$ cat src/sv/lsl_pkg.sv
`timescale 1ns / 1ps
// Shared types, constants and register codes for the lidar sector speed limiter.
// No dependencies; every other file imports this package.
package lsl_pkg;

  localparam int POS_W      = 16;
  localparam int VEL_W      = 16;
  localparam int DIST_W     = 16;
  localparam int DSQ_W      = 32;
  localparam int SCALE_W    = 9;
  localparam int CNT_W      = 16;
  localparam int AGE_W      = 8;
  localparam int MODE_W     = 6;
  localparam int NUM_SECT   = 4;
  localparam int CFG_IDX_W  = 3;
  localparam int CFG_DATA_W = 16;
  localparam int PROD_W     = 32;

  // sector order
  localparam int SEC_FRONT = 0;
  localparam int SEC_BACK  = 1;
  localparam int SEC_LEFT  = 2;
  localparam int SEC_RIGHT = 3;

  // mode_flags bits
  localparam int MODE_ESTOP        = 0;
  localparam int MODE_EN_BASE      = 1;
  localparam int MODE_PASS_NOCLOUD = 5;

  localparam logic [AGE_W-1:0]   CMD_TIMEOUT_TICKS   = 8'd5;
  localparam logic [AGE_W-1:0]   CLOUD_TIMEOUT_TICKS = 8'd5;
  localparam logic [AGE_W-1:0]   AGE_MAX             = 8'hFF;
  localparam logic [CNT_W-1:0]   CNT_MAX             = 16'hFFFF;
  localparam logic [DSQ_W-1:0]   DSQ_INF             = 32'hFFFF_FFFF;
  localparam logic [SCALE_W-1:0] SCALE_ONE           = 9'd256;

  localparam logic [POS_W-1:0] FRONT_TAN_Q10           = 16'd1220;
  localparam logic [POS_W-1:0] REAR_TAN_Q10            = 16'd1220;
  localparam logic [POS_W-1:0] SIDE_COMPLEMENT_TAN_Q10 = 16'd373;
  localparam int               TAN_FRAC_BITS           = 10;

  // register reset values
  localparam logic [DSQ_W-1:0]   RST_EMG_DIST_SQ  = 32'(350 * 350);
  localparam logic [DSQ_W-1:0]   RST_SLOW_DIST_SQ = 32'(500 * 500);
  localparam logic [DSQ_W-1:0]   RST_CAUT_DIST_SQ = 32'(850 * 850);
  localparam logic [SCALE_W-1:0] RST_SLOW_SCALE   = 9'd128;
  localparam logic [SCALE_W-1:0] RST_CAUT_SCALE   = 9'd218;
  localparam logic [CNT_W-1:0]   RST_OBST_MIN     = 16'd8;
  localparam logic [CNT_W-1:0]   RST_EMG_MIN      = 16'd4;
  localparam logic [MODE_W-1:0]  RST_MODE         = 6'd63;

  typedef enum logic [1:0] {
    ACT_POINT = 2'd0,
    ACT_CLOUD = 2'd1,
    ACT_CMD   = 2'd2,
    ACT_TICK  = 2'd3
  } action_t;

  typedef enum logic [CFG_IDX_W-1:0] {
    REG_EMG_DIST  = 3'd0,
    REG_SLOW_DIST = 3'd1,
    REG_CAUT_DIST = 3'd2,
    REG_SLOW_SCALE = 3'd3,
    REG_CAUT_SCALE = 3'd4,
    REG_OBST_MIN  = 3'd5,
    REG_EMG_MIN   = 3'd6,
    REG_MODE      = 3'd7
  } cfg_idx_t;

  // distances held squared; min point counts held with zero already mapped to one
  typedef struct packed {
    logic [DSQ_W-1:0]   emg_dist_sq;
    logic [DSQ_W-1:0]   slow_dist_sq;
    logic [DSQ_W-1:0]   caut_dist_sq;
    logic [SCALE_W-1:0] slow_scale;
    logic [SCALE_W-1:0] caut_scale;
    logic [CNT_W-1:0]   obst_min;
    logic [CNT_W-1:0]   emg_min;
    logic [MODE_W-1:0]  mode;
  } cfg_t;

  typedef struct packed {
    action_t                  action;
    logic                     point_valid;
    logic signed [POS_W-1:0]  pos_x;
    logic signed [POS_W-1:0]  pos_y;
    logic signed [VEL_W-1:0]  vel_x;
    logic signed [VEL_W-1:0]  vel_y;
    logic signed [VEL_W-1:0]  vel_turn;
  } in_item_t;

  typedef struct packed {
    action_t                 action;
    logic [NUM_SECT-1:0]     hit;
    logic [DSQ_W-1:0]        dsq;
    logic signed [VEL_W-1:0] vel_x;
    logic signed [VEL_W-1:0] vel_y;
    logic signed [VEL_W-1:0] vel_turn;
  } geo_item_t;

  typedef struct packed {
    logic signed [VEL_W-1:0] vel_x;
    logic signed [VEL_W-1:0] vel_y;
    logic signed [VEL_W-1:0] vel_turn;
    logic [SCALE_W-1:0]      fact_x;
    logic [SCALE_W-1:0]      fact_y;
    logic                    cmd_stale;
    logic                    cloud_stale;
  } lim_item_t;

endpackage

$ cat src/sv/lsl_point_geom.sv
`timescale 1ns / 1ps
// Point geometry stage: squared range and sector membership of a lidar point.
// Depends on lsl_pkg.
module lsl_point_geom
  import lsl_pkg::*;
(
  input  logic      clk,
  input  logic      rst_n,
  input  in_item_t  a_item,
  input  logic      a_valid,
  input  logic      b_take,
  output logic      b_load,
  output geo_item_t b_item_r,
  output logic      b_valid_r
);

  logic [POS_W-1:0]    ax, ay;
  logic [PROD_W-1:0]   sq_x, sq_y;
  logic [PROD_W-1:0]   ay_q10;
  logic [PROD_W-1:0]   front_lim, rear_lim, side_lim;
  logic                x_pos, x_neg, y_pos, y_neg;
  logic                is_pt;
  geo_item_t           b_item_nxt;
  logic                b_valid_nxt;

  always_comb begin
    ax = a_item.pos_x[POS_W-1] ? POS_W'(~a_item.pos_x + 1'b1) : a_item.pos_x;
    ay = a_item.pos_y[POS_W-1] ? POS_W'(~a_item.pos_y + 1'b1) : a_item.pos_y;
    sq_x      = PROD_W'(ax) * PROD_W'(ax);
    sq_y      = PROD_W'(ay) * PROD_W'(ay);
    ay_q10    = PROD_W'({ay, {TAN_FRAC_BITS{1'b0}}});
    front_lim = PROD_W'(FRONT_TAN_Q10) * PROD_W'(ax);
    rear_lim  = PROD_W'(REAR_TAN_Q10) * PROD_W'(ax);
    side_lim  = PROD_W'(SIDE_COMPLEMENT_TAN_Q10) * PROD_W'(ax);
    x_neg = a_item.pos_x[POS_W-1];
    y_neg = a_item.pos_y[POS_W-1];
    x_pos = !x_neg && (a_item.pos_x != '0);
    y_pos = !y_neg && (a_item.pos_y != '0);
    // origin point falls in no sector since none of the sign tests pass
    is_pt = (a_item.action == ACT_POINT) && a_item.point_valid;

    b_item_nxt.action   = a_item.action;
    b_item_nxt.dsq      = sq_x + sq_y;
    b_item_nxt.vel_x    = a_item.vel_x;
    b_item_nxt.vel_y    = a_item.vel_y;
    b_item_nxt.vel_turn = a_item.vel_turn;
    b_item_nxt.hit[SEC_FRONT] = is_pt && x_pos && (ay_q10 <= front_lim);
    b_item_nxt.hit[SEC_BACK]  = is_pt && x_neg && (ay_q10 <= rear_lim);
    b_item_nxt.hit[SEC_LEFT]  = is_pt && y_pos && (ay_q10 >= side_lim);
    b_item_nxt.hit[SEC_RIGHT] = is_pt && y_neg && (ay_q10 >= side_lim);
  end

  assign b_load      = !b_valid_r || b_take;
  assign b_valid_nxt = b_load ? a_valid : b_valid_r;

  always_ff @(posedge clk) begin
    if (!rst_n) begin
      b_valid_r <= 1'b0;
    end else begin
      b_valid_r <= b_valid_nxt;
    end
    if (b_load && a_valid) begin
      b_item_r <= b_item_nxt;
    end
  end

endmodule

$ cat src/sv/lsl_sector_track.sv
`timescale 1ns / 1ps
// Sector statistics, held command and ages; on a tick snapshots the limit decision.
// Depends on lsl_pkg.
module lsl_sector_track
  import lsl_pkg::*;
(
  input  logic      clk,
  input  logic      rst_n,
  input  cfg_t      cfg,
  input  geo_item_t b_item,
  input  logic      b_valid,
  output logic      b_take,
  input  logic      c_take,
  output lim_item_t c_item_r,
  output logic      c_valid_r
);

  logic [DSQ_W-1:0] min_sq_r   [NUM_SECT];
  logic [DSQ_W-1:0] min_sq_nxt [NUM_SECT];
  logic [CNT_W-1:0] cnt_r      [NUM_SECT];
  logic [CNT_W-1:0] cnt_nxt    [NUM_SECT];

  logic signed [VEL_W-1:0] held_x_r, held_y_r, held_turn_r;
  logic signed [VEL_W-1:0] held_x_nxt, held_y_nxt, held_turn_nxt;
  logic                    have_cmd_r, have_cmd_nxt;
  logic                    have_cloud_r, have_cloud_nxt;
  logic [AGE_W-1:0]        cmd_age_r, cmd_age_nxt;
  logic [AGE_W-1:0]        scan_age_r, scan_age_nxt;
  lim_item_t               c_item_nxt;
  logic                    c_valid_nxt;

  logic [NUM_SECT-1:0]     sec_en, sec_emg;
  logic [SCALE_W-1:0]      sec_fact [NUM_SECT];
  logic                    c_free;
  logic                    cmd_stale, cloud_stale;
  logic                    vx_pos, vx_neg, vy_pos, vy_neg, emg_any;
  lim_item_t               tick_res;

  assign c_free = !c_valid_r || c_take;
  assign b_take = b_valid && ((b_item.action != ACT_TICK) || c_free);

  // per-sector emergency flag and speed factor
  always_comb begin
    for (int s = 0; s < NUM_SECT; s++) begin
      sec_en[s]  = cfg.mode[MODE_EN_BASE + s];
      sec_emg[s] = sec_en[s] && (cnt_r[s] >= cfg.emg_min) &&
                   (min_sq_r[s] <= cfg.emg_dist_sq);
      if (!sec_en[s] || (cnt_r[s] < cfg.obst_min)) begin
        sec_fact[s] = SCALE_ONE;
      end else if (min_sq_r[s] <= cfg.emg_dist_sq) begin
        sec_fact[s] = '0;
      end else if (min_sq_r[s] <= cfg.slow_dist_sq) begin
        sec_fact[s] = cfg.slow_scale;
      end else if (min_sq_r[s] <= cfg.caut_dist_sq) begin
        sec_fact[s] = cfg.caut_scale;
      end else begin
        sec_fact[s] = SCALE_ONE;
      end
    end
  end

  // decision for a tick, from state as left by every earlier item
  always_comb begin
    cmd_stale   = !have_cmd_r || (cmd_age_r > CMD_TIMEOUT_TICKS);
    cloud_stale = !have_cloud_r || (scan_age_r > CLOUD_TIMEOUT_TICKS);
    vx_neg = held_x_r[VEL_W-1];
    vy_neg = held_y_r[VEL_W-1];
    vx_pos = !vx_neg && (held_x_r != '0);
    vy_pos = !vy_neg && (held_y_r != '0);
    emg_any = (vx_pos && sec_emg[SEC_FRONT]) || (vx_neg && sec_emg[SEC_BACK]) ||
              (vy_pos && sec_emg[SEC_LEFT]) || (vy_neg && sec_emg[SEC_RIGHT]);

    tick_res.cmd_stale   = cmd_stale;
    tick_res.cloud_stale = cloud_stale;
    tick_res.vel_x       = held_x_r;
    tick_res.vel_y       = held_y_r;
    tick_res.vel_turn    = held_turn_r;
    tick_res.fact_x      = SCALE_ONE;
    tick_res.fact_y      = SCALE_ONE;

    if (cmd_stale) begin
      tick_res.vel_x    = '0;
      tick_res.vel_y    = '0;
      tick_res.vel_turn = '0;
    end else if (cloud_stale) begin
      if (!cfg.mode[MODE_PASS_NOCLOUD]) begin
        tick_res.vel_x = '0;
        tick_res.vel_y = '0;
      end
    end else if (cfg.mode[MODE_ESTOP] && emg_any) begin
      tick_res.vel_x = '0;
      tick_res.vel_y = '0;
    end else begin
      tick_res.fact_x = vx_neg ? sec_fact[SEC_BACK] : sec_fact[SEC_FRONT];
      tick_res.fact_y = vy_neg ? sec_fact[SEC_RIGHT] : sec_fact[SEC_LEFT];
    end
  end

  always_comb begin
    min_sq_nxt     = min_sq_r;
    cnt_nxt        = cnt_r;
    held_x_nxt     = held_x_r;
    held_y_nxt     = held_y_r;
    held_turn_nxt  = held_turn_r;
    have_cmd_nxt   = have_cmd_r;
    have_cloud_nxt = have_cloud_r;
    cmd_age_nxt    = cmd_age_r;
    scan_age_nxt   = scan_age_r;
    c_item_nxt     = c_item_r;
    c_valid_nxt    = c_valid_r && !c_take;

    if (b_take) begin
      case (b_item.action)
        ACT_POINT: begin
          for (int s = 0; s < NUM_SECT; s++) begin
            if (b_item.hit[s] && sec_en[s]) begin
              if (cnt_r[s] != CNT_MAX) begin
                cnt_nxt[s] = cnt_r[s] + 1'b1;
              end
              if (b_item.dsq < min_sq_r[s]) begin
                min_sq_nxt[s] = b_item.dsq;
              end
            end
          end
        end
        ACT_CLOUD: begin
          for (int s = 0; s < NUM_SECT; s++) begin
            min_sq_nxt[s] = DSQ_INF;
            cnt_nxt[s]    = '0;
          end
          have_cloud_nxt = 1'b1;
          scan_age_nxt   = '0;
        end
        ACT_CMD: begin
          held_x_nxt    = b_item.vel_x;
          held_y_nxt    = b_item.vel_y;
          held_turn_nxt = b_item.vel_turn;
          have_cmd_nxt  = 1'b1;
          cmd_age_nxt   = '0;
        end
        ACT_TICK: begin
          c_item_nxt  = tick_res;
          c_valid_nxt = 1'b1;
          if (cmd_age_r != AGE_MAX) begin
            cmd_age_nxt = cmd_age_r + 1'b1;
          end
          if (scan_age_r != AGE_MAX) begin
            scan_age_nxt = scan_age_r + 1'b1;
          end
        end
        default: ;
      endcase
    end
  end

  always_ff @(posedge clk) begin
    if (!rst_n) begin
      for (int s = 0; s < NUM_SECT; s++) begin
        min_sq_r[s] <= DSQ_INF;
        cnt_r[s]    <= '0;
      end
      held_x_r     <= '0;
      held_y_r     <= '0;
      held_turn_r  <= '0;
      have_cmd_r   <= 1'b0;
      have_cloud_r <= 1'b0;
      cmd_age_r    <= '0;
      scan_age_r   <= '0;
      c_valid_r    <= 1'b0;
    end else begin
      min_sq_r     <= min_sq_nxt;
      cnt_r        <= cnt_nxt;
      held_x_r     <= held_x_nxt;
      held_y_r     <= held_y_nxt;
      held_turn_r  <= held_turn_nxt;
      have_cmd_r   <= have_cmd_nxt;
      have_cloud_r <= have_cloud_nxt;
      cmd_age_r    <= cmd_age_nxt;
      scan_age_r   <= scan_age_nxt;
      c_valid_r    <= c_valid_nxt;
    end
    c_item_r <= c_item_nxt;
  end

endmodule

$ cat src/sv/lsl_speed_scale.sv
`timescale 1ns / 1ps
// Q1.8 scaling with saturation of each linear axis, into the result register.
// Depends on lsl_pkg.
module lsl_speed_scale
  import lsl_pkg::*;
(
  input  logic              clk,
  input  logic              rst_n,
  input  lim_item_t         c_item,
  input  logic              c_valid,
  output logic              c_take,
  input  logic              out_tready,
  output logic              out_tvalid,
  output logic [47:0]       out_tdata,
  output logic [1:0]        out_tuser
);

  localparam int MAG_PROD_W = VEL_W + SCALE_W;
  localparam int RES_W      = MAG_PROD_W - 8;

  logic                    out_valid_r, out_valid_nxt;
  logic signed [VEL_W-1:0] vx_r, vy_r, vt_r;
  logic                    cmd_stale_r, cloud_stale_r;
  logic                    c_move;
  logic signed [VEL_W-1:0] vx_scl, vy_scl;

  // |v|*f >> 8 toward zero, sign restored, clamped to 16-bit signed
  function automatic logic signed [VEL_W-1:0] scale_vel(
    input logic signed [VEL_W-1:0] v,
    input logic [SCALE_W-1:0]      f
  );
    logic [VEL_W-1:0]      mag;
    logic [MAG_PROD_W-1:0] prod;
    logic [RES_W-1:0]      r;
    logic signed [VEL_W-1:0] res;
    mag  = v[VEL_W-1] ? VEL_W'(~v + 1'b1) : v;
    prod = MAG_PROD_W'(mag) * MAG_PROD_W'(f);
    r    = prod[MAG_PROD_W-1:8];
    if (v[VEL_W-1]) begin
      if (r > RES_W'(32768)) begin
        res = 16'sh8000;
      end else begin
        res = VEL_W'(~r + 1'b1);
      end
    end else begin
      if (r > RES_W'(32767)) begin
        res = 16'sh7FFF;
      end else begin
        res = VEL_W'(r);
      end
    end
    return res;
  endfunction

  assign c_move        = !out_valid_r || out_tready;
  assign c_take        = c_valid && c_move;
  assign out_valid_nxt = c_move ? c_valid : out_valid_r;

  always_comb begin
    vx_scl = scale_vel(c_item.vel_x, c_item.fact_x);
    vy_scl = scale_vel(c_item.vel_y, c_item.fact_y);
  end

  always_ff @(posedge clk) begin
    if (!rst_n) begin
      out_valid_r <= 1'b0;
    end else begin
      out_valid_r <= out_valid_nxt;
    end
    if (c_take) begin
      vx_r          <= vx_scl;
      vy_r          <= vy_scl;
      vt_r          <= c_item.vel_turn;
      cmd_stale_r   <= c_item.cmd_stale;
      cloud_stale_r <= c_item.cloud_stale;
    end
  end

  assign out_tvalid = out_valid_r;
  assign out_tdata  = {vt_r, vy_r, vx_r};
  assign out_tuser  = {cloud_stale_r, cmd_stale_r};

endmodule

$ cat src/sv/lidar_sector_speed_limiter.sv
`timescale 1ns / 1ps
// Lidar sector speed limiter, top level: input register, configuration registers,
// point geometry, sector tracking and speed scaling. Depends on lsl_pkg and submodules.
// A tick passes the input register, geometry register and decision register into the result register.
// Throughput: one transaction per cycle on every action; only ticks produce results.
// The input side stalls only when a tick waits for the result register and the two
// buffered ticks ahead of it are still held by out_tready.
// Reset (rst_n low, synchronous): registers to defaults, sectors empty, no command, no cloud.
module lidar_sector_speed_limiter
  import lsl_pkg::*;
(
  input  logic                  clk,
  input  logic                  rst_n,
  input  logic                  in_tvalid,
  output logic                  in_tready,
  input  logic [79:0]           in_tdata,   // pos_x, pos_y, vel_x, vel_y, vel_turn
  input  logic [2:0]            in_tuser,   // action[1:0], point_valid
  output logic                  out_tvalid,
  input  logic                  out_tready,
  output logic [47:0]           out_tdata,  // out_vel_x, out_vel_y, out_turn
  output logic [1:0]            out_tuser,  // cmd_stale, cloud_stale
  input  logic                  cfg_valid,
  output logic                  cfg_ready,
  input  logic [CFG_IDX_W-1:0]  cfg_index,
  input  logic [CFG_DATA_W-1:0] cfg_data
);

  cfg_t             cfg_r, cfg_nxt;
  logic [DSQ_W-1:0] wr_sq;
  logic [CNT_W-1:0] wr_min;

  in_item_t  a_item_r, a_item_nxt;
  logic      a_valid_r, a_valid_nxt;
  logic      a_load;
  logic      b_load, b_take, b_valid;
  geo_item_t b_item;
  lim_item_t c_item;
  logic      c_valid, c_take;

  assign cfg_ready = 1'b1;

  always_comb begin
    wr_sq   = DSQ_W'(cfg_data) * DSQ_W'(cfg_data);
    wr_min  = (cfg_data == '0) ? CNT_W'(1) : cfg_data;
    cfg_nxt = cfg_r;
    if (cfg_valid) begin
      case (cfg_idx_t'(cfg_index))
        REG_EMG_DIST:   cfg_nxt.emg_dist_sq  = wr_sq;
        REG_SLOW_DIST:  cfg_nxt.slow_dist_sq = wr_sq;
        REG_CAUT_DIST:  cfg_nxt.caut_dist_sq = wr_sq;
        REG_SLOW_SCALE: cfg_nxt.slow_scale   = cfg_data[SCALE_W-1:0];
        REG_CAUT_SCALE: cfg_nxt.caut_scale   = cfg_data[SCALE_W-1:0];
        REG_OBST_MIN:   cfg_nxt.obst_min     = wr_min;
        REG_EMG_MIN:    cfg_nxt.emg_min      = wr_min;
        REG_MODE:       cfg_nxt.mode         = cfg_data[MODE_W-1:0];
        default: ;
      endcase
    end
  end

  // input register stage
  always_comb begin
    a_item_nxt.action      = action_t'(in_tuser[1:0]);
    a_item_nxt.point_valid = in_tuser[2];
    a_item_nxt.pos_x       = in_tdata[15:0];
    a_item_nxt.pos_y       = in_tdata[31:16];
    a_item_nxt.vel_x       = in_tdata[47:32];
    a_item_nxt.vel_y       = in_tdata[63:48];
    a_item_nxt.vel_turn    = in_tdata[79:64];
  end

  assign a_load      = !a_valid_r || b_load;
  assign in_tready   = a_load;
  assign a_valid_nxt = a_load ? in_tvalid : a_valid_r;

  always_ff @(posedge clk) begin
    if (!rst_n) begin
      cfg_r.emg_dist_sq  <= RST_EMG_DIST_SQ;
      cfg_r.slow_dist_sq <= RST_SLOW_DIST_SQ;
      cfg_r.caut_dist_sq <= RST_CAUT_DIST_SQ;
      cfg_r.slow_scale   <= RST_SLOW_SCALE;
      cfg_r.caut_scale   <= RST_CAUT_SCALE;
      cfg_r.obst_min     <= RST_OBST_MIN;
      cfg_r.emg_min      <= RST_EMG_MIN;
      cfg_r.mode         <= RST_MODE;
      a_valid_r          <= 1'b0;
    end else begin
      cfg_r     <= cfg_nxt;
      a_valid_r <= a_valid_nxt;
    end
    if (a_load && in_tvalid) begin
      a_item_r <= a_item_nxt;
    end
  end

  lsl_point_geom u_geom (
    .clk       (clk),
    .rst_n     (rst_n),
    .a_item    (a_item_r),
    .a_valid   (a_valid_r),
    .b_take    (b_take),
    .b_load    (b_load),
    .b_item_r  (b_item),
    .b_valid_r (b_valid)
  );

  lsl_sector_track u_track (
    .clk       (clk),
    .rst_n     (rst_n),
    .cfg       (cfg_r),
    .b_item    (b_item),
    .b_valid   (b_valid),
    .b_take    (b_take),
    .c_take    (c_take),
    .c_item_r  (c_item),
    .c_valid_r (c_valid)
  );

  lsl_speed_scale u_scale (
    .clk        (clk),
    .rst_n      (rst_n),
    .c_item     (c_item),
    .c_valid    (c_valid),
    .c_take     (c_take),
    .out_tready (out_tready),
    .out_tvalid (out_tvalid),
    .out_tdata  (out_tdata),
    .out_tuser  (out_tuser)
  );

endmodule
$ cat config.mk
export PLATFORM = sky130hd
export DESIGN_NAME = lidar_sector_speed_limiter
export DESIGN_NICKNAME = d
export VERILOG_FILES = /design/src/sv/lsl_pkg.sv /design/src/sv/lsl_point_geom.sv /design/src/sv/lsl_sector_track.sv /design/src/sv/lsl_speed_scale.sv /design/src/sv/lidar_sector_speed_limiter.sv
export SDC_FILE = /design/constraint.sdc
export NUM_CORES = 2
export LEC_CHECK = 0
export ABC_AREA = 1
export BUFFER_PORTS_ARGS = -buffer_cell sky130_fd_sc_hd__buf_2
export CELL_PAD_IN_SITES_DETAIL_PLACEMENT = 0
export CELL_PAD_IN_SITES_GLOBAL_PLACEMENT = 1
export CORE_UTILIZATION = 40
export CTS_CLUSTER_DIAMETER = 200
export DETAILED_ROUTE_END_ITERATION = 7
export PLACE_DENSITY_LB_ADDON = 0.1
export RECOVER_POWER = 25
export SYNTH_ARGS = -nofsm -noshare
export SYNTH_HDL_FRONTEND = slang
export SYNTH_SLANG_ARGS = --single-unit
$ cat constraint.sdc
create_clock -name clk -period 8.3 [get_ports clk]
set_input_delay 1.66 -clock clk [delete_from_list [all_inputs] [get_ports clk]]
set_output_delay 1.66 -clock clk [all_outputs]
set_load 0.01 [all_outputs]
**After elaboration in Yosys (flattened, before gate mapping)**

Index checks and enable logic that the tools add are counted.

- Multiply operators: 7
- Reductions and logical operators: 97
- Add/sub/neg operators: 13
- Magnitude comparators: 32
- Bitwise gates (word level): 6
- Muxes and demuxes: 56
- Equality and inequality tests: 31

Operators with widths:

| cell | count |
|---|---|
| $le 32x32->1 | 12 |
| $mux 32 | 11 |
| $mux 16 | 19 |
| $pmux 128 s2 | 1 |
| $mux 9 | 18 |
| $add 16x1->16 const B | 10 |
| $lt 32x32->1 | 4 |
| $pmux 64 s2 | 1 |
| $mul 16x16->32 | 3 |
| $not 16->16 | 6 |
| $ge 16x16->1 | 4 |
| $lt 16x16->1 | 4 |
| $ne 16x16->1 const B | 4 |
| $reduce_bool 16->1 | 4 |
| $mul 16x9->25 | 2 |
| $mul 9x16->25 const A | 2 |
| $logic_and 1x1->1 | 35 |
| $gt 17x15->1 const B | 2 |
| $gt 17x16->1 const B | 2 |
| $add 32x32->32 | 1 |
| $pmux 8 s2 | 2 |
| $reduce_and 4->1 | 8 |
| $ne 2x1->1 const B | 14 |
| $le 26x27->1 | 1 |
| other kinds (21) | 72 |

- Output and inout port bits: 53
- Logic and storage cells: 294
- Input bits: 107
- Register bits after elaboration: 701

**Longest topological paths before layout**

- Word-level depth: 10
- Mapped depth: 41
- Gate-level depth less buffers: 40

**Cells and area by module**

Synthesis repeated with hierarchy kept, for this count alone.

- Cell total of the unflattened synthesis: 10423
- Area, all modules: 82162.6 um^2

Modules (own cells, without submodules):

| module | seq. area each (um^2) | area an instance (um^2) | times used | cells each |
|---|---|---|---|---|
| lsl_sector_track | 7226.9 | 29216.8 | 1 | 4061 |
| lsl_point_geom | 2602.5 | 23756.5 | 1 | 2605 |
| lidar_sector_speed_limiter | 5495.3 | 16100.4 | 1 | 1944 |
| lsl_speed_scale | 1521.5 | 13088.8 | 1 | 1813 |

**Worst setup path after synthesis**

Ideal clock, no wire load.

- Kind: register -> register
- Start: register a_item_r[64] (netlist bit)
- End: register u_geom.b_item_r[72] (netlist bit) (data pin)
- Library setup time: 0.258 ns
- Data required time: 8.042 ns
- Clock period less this slack: 8.642 ns
- Cell stages (with the launch flop): 38
- Arrival time: 8.384 ns
- Path slack: -0.342 ns
- Path buffers: 1
- Path through: edfxtp_1 inv_1 clkbuf_1 ha_1 inv_1 nor3_1 inv_1 nor2_1 nand2_1 nor3_1 nand2_1 nor3_1 or2_2 xor2_2 inv_1 nand2_1 fa_1 fa_1 [2 not listed] inv_1 fa_1 inv_1 fa_1 fa_1 fa_1 inv_1 fa_1 inv_1 ha_1 a21oi_1 nor2_1 a211oi_1 o21ai_0 a21oi_1 o21ai_0 a21oi_1 xnor2_1

RTL lines:

| item | line | RTL |
|---|---|---|
| start: declaration | lidar_sector_speed_limiter.sv:32 | `in_item_t a_item_r, a_item_nxt;` |
| start signal: assignment | lidar_sector_speed_limiter.sv:92 | `a_item_r <= a_item_nxt;` |
| end signal: assignment | lsl_point_geom.sv:63 | `b_item_r <= b_item_nxt;` |
| end: declaration | lsl_point_geom.sv:13 | `output geo_item_t b_item_r,` |

==> metrics.txt <==
outcome finished with violations; failing checks max-capacitance violations, max-slew violations; hpwl dp 207 mm; Synth Area in Compound Gates 0.0912; Initial Util 0.404; Yosys reg bits 698; CP endpoint kind flop; fin. max-slew vios 187; Simple-Gate Fraction of Synth Area 0.181; CP Max Fanout 5; H-Tree Depth 3; CP bufs+invs 10; Synth Cell Area 79800 µm²; via count 65100; slowest CP cell fa_1; Synth warnings 0; post-synthesis mux area share 0; Post-Synth Adder-Cell Area 0.389; clk root buf clkbuf_16; Max-Cap Viols 3; routability cong. 0.926; worst hold slack 0.383 ns; slowest stage delay, CP 0.55 ns; Total Nets Final 12300; critical path launch point type flop; most frequent cell after synthesis inv_1; WL per Instance 19.2 µm; Worst-Skew Late Latency 0.78 ns; RSZ-0062 raised after global routing true; port bufs 158; setup TNS 0 ns; delay-heaviest family, CP adder cells; Ports 160; first-pass GRT wire length 384 mm; Synth Instances 9789; worst min path class reg -> reg; CP arrival 8.65 ns; largest family of logic cells by synthesized area adder cells; Fin. Hold Viols 0; Inst Count DP 12700; minimum clock period 8.21 ns; WS Path Type reg -> reg; initial antenna violation count 5; Period Utilization, post-route 0.989; DRT Pass-1 Iters 7; Final setup viols 0; post-synthesis xor/xnor area fraction 0.0173; Tot GR Track Use 0.246; largest net degree at the start of global routing 101; area leader, netlist fa_1; Post-CTS Hold Fix Bufs 0; Area Growth Syn to Fin 11.9%; DR iter-0 viols 4178; Yosys top cell area share 0.206; layout cells sized above 1 0.0931; Post-synth EDFFs 287; CTS clock-pin slew for the worst setup and hold paths 0.06 ns; vias per inst 5.05; # DRC 0; final instance count without filler cells 12900; Die ar. 201000 µm²; ys flop type dfxtp_1; clk_skew 0.0967 ns; clock buffer count from CTS 83; top cells by count, synth inv_1, nand2_1, ha_1; TritonCTS clock tree yes; Synth Area per Inst 8.15 µm²; sequential element share of the synthesized area 0.211; most frequent CP cell fa_1; FMAX 0.122 GHz; utilization after layout 0.452; WP data required 8.75 ns; final WL 248 mm; ANT nets after route 0; Synth area leaders fa_1, ha_1, edfxtp_1; gr ovfl total 0; core area 198000 µm²; Core Rows 163; actual slew at the worst max-slew pin 4.80 ns; DIE WIDTH 449 µm; Post-synth ARST share 0; Sinks on Clock Net 698; distinct cell type count after synthesis 69; maximum clock path buffer count 3; slew margin rel. -2.20; Die Height 449 µm; number of global-route vias before repair 65000
repair_timing:
item / 4_1_cts / 5_1_grt
resized for setup: 34 / 166
endpoints found under the setup margin: 16 / 21
pin swaps: 10 / 98
setup buffers: 3 / 36
final cells by class:
type / count / area, µm²
Timing Repair Buffer: 499 / 3460
Fill cell: 19700 / 108000
Clock inverter: 45 / 562
Sequential cell: 698 / 16800
Clock buffer: 108 / 2340
Multi-Input combinational cell: 6798 / 54900
Tap cell: 2640 / 3300
Inverter: 2085 / 7840
Antenna cell: 1 / 2.50
flip-flops by register name (all words and copies together) (netlist names):
| signal | cells |
|---|---|
| u_track.c_item_r | 68 |
| cfg_r | 149 |
| u_geom.b_item_r | 86 |
| u_track.cmd_age_r | 8 |
| u_track.have_cloud_r | 1 |
| a_item_r | 83 |
| u_scale.out_tvalid | 1 |
| u_track.scan_age_r | 8 |
| u_track.have_cmd_r | 1 |
| u_scale.cmd_stale_r | 1 |
| u_track.min_sq_r | 128 |
| u_scale.vt_r | 16 |
| u_track.held_y_r | 16 |
| u_track.c_valid_r | 1 |
| u_scale.cloud_stale_r | 1 |
| u_track.held_x_r | 16 |
| u_scale.vy_r | 16 |
| u_geom.b_valid_r | 1 |
| u_track.cnt_r | 64 |
| u_scale.vx_r | 16 |
| u_track.held_turn_r | 16 |
| a_valid_r | 1 |
logic make-up after synthesis:
family | Yosys count
and+or+nand+nor | 3324
buffers and inverters | 2313
adders and majority gates | 1986
AOI/OAI and AO/OA | 1314
DFF | 698
xor gates and xnor gates | 152
other | 2
worst register-to-register path, delay by kind of cell (launching register included):
family | cells | cell delay, ns
DFF | 1 | 0.41
and+or+nand+nor | 10 | 1.39
buffers and inverters | 10 | 0.85
adders and majority gates | 10 | 4.39
AOI/OAI and AO/OA | 3 | 0.47
xor gates and xnor gates | 2 | 0.41
per-stage QoR:
stage | instance area (µm²) | worst slack, ns
2_1_floorplan | 79900 | 0.0166
4_1_cts | 88500 | -0.0274
3_3_place_gp | 85500 | -0.292
5_1_grt | 89300 | -0.278
6_report | 89300 | 0.0933
3_5_place_dp | 85500 | -0.337
layer usage:
layer  GRT usage  routed length [µm]  vias up
li1            -                   -    32100
met2       0.408              116000     1303
met4      0.0582                6000        4
met5           0                  30        -
met3      0.0297               11200      266
met1       0.340              115000    31400
final timing paths:
path / start / endpoint / slack, ns / cells after the start
worst max-delay path: a_item_r[64]$_DFFE_PP_ / u_geom.b_item_r[76]$_DFFE_PP_ / 0.09 / 35
worst min register to register: u_track.c_item_r[28]$_SDFFCE_PP0P_ / u_scale.vt_r[8]$_DFFE_PP_ / 0.38 / 0
worst min-delay path: u_track.c_item_r[28]$_SDFFCE_PP0P_ / u_scale.vt_r[8]$_DFFE_PP_ / 0.38 / 0
worst max register to register: a_item_r[64]$_DFFE_PP_ / u_geom.b_item_r[76]$_DFFE_PP_ / 0.09 / 35
cell usage in the layout, fill, tap and decap left out, types with 17 or more instances in the layout:
cell	synthesis	routed
a211oi_1	30	28
a21o_1	18	18
a21oi_1	695	674
a21oi_2	1	19
a31oi_1	19	17
buf_2	18	135
buf_4	4	310
buf_6	6	20
clkbuf_1	193	36
clkbuf_16	0	84
clkinv_1	16	24
conb_1	2	22
dfxtp_1	411	411
edfxtp_1	287	287
fa_1	820	812
ha_1	1166	1154
inv_1	2052	2029
inv_2	16	39
nand2_1	1719	1695
nand2_2	46	65
nand2_4	14	19
nand3_1	523	520
nand3b_1	38	38
nand4_1	122	122
nor2_1	604	572
nor2_2	6	29
nor2_4	10	19
nor3_1	115	105
nor4_1	35	30
o211ai_1	103	103
o21ai_0	346	327
o21ai_1	4	17
o21bai_1	27	27
or2_2	60	59
xnor2_1	51	51
xor2_1	94	91
Power is not shown: default switching activity piles up to over one toggle a cycle in this logic, so the estimate is an artifact.
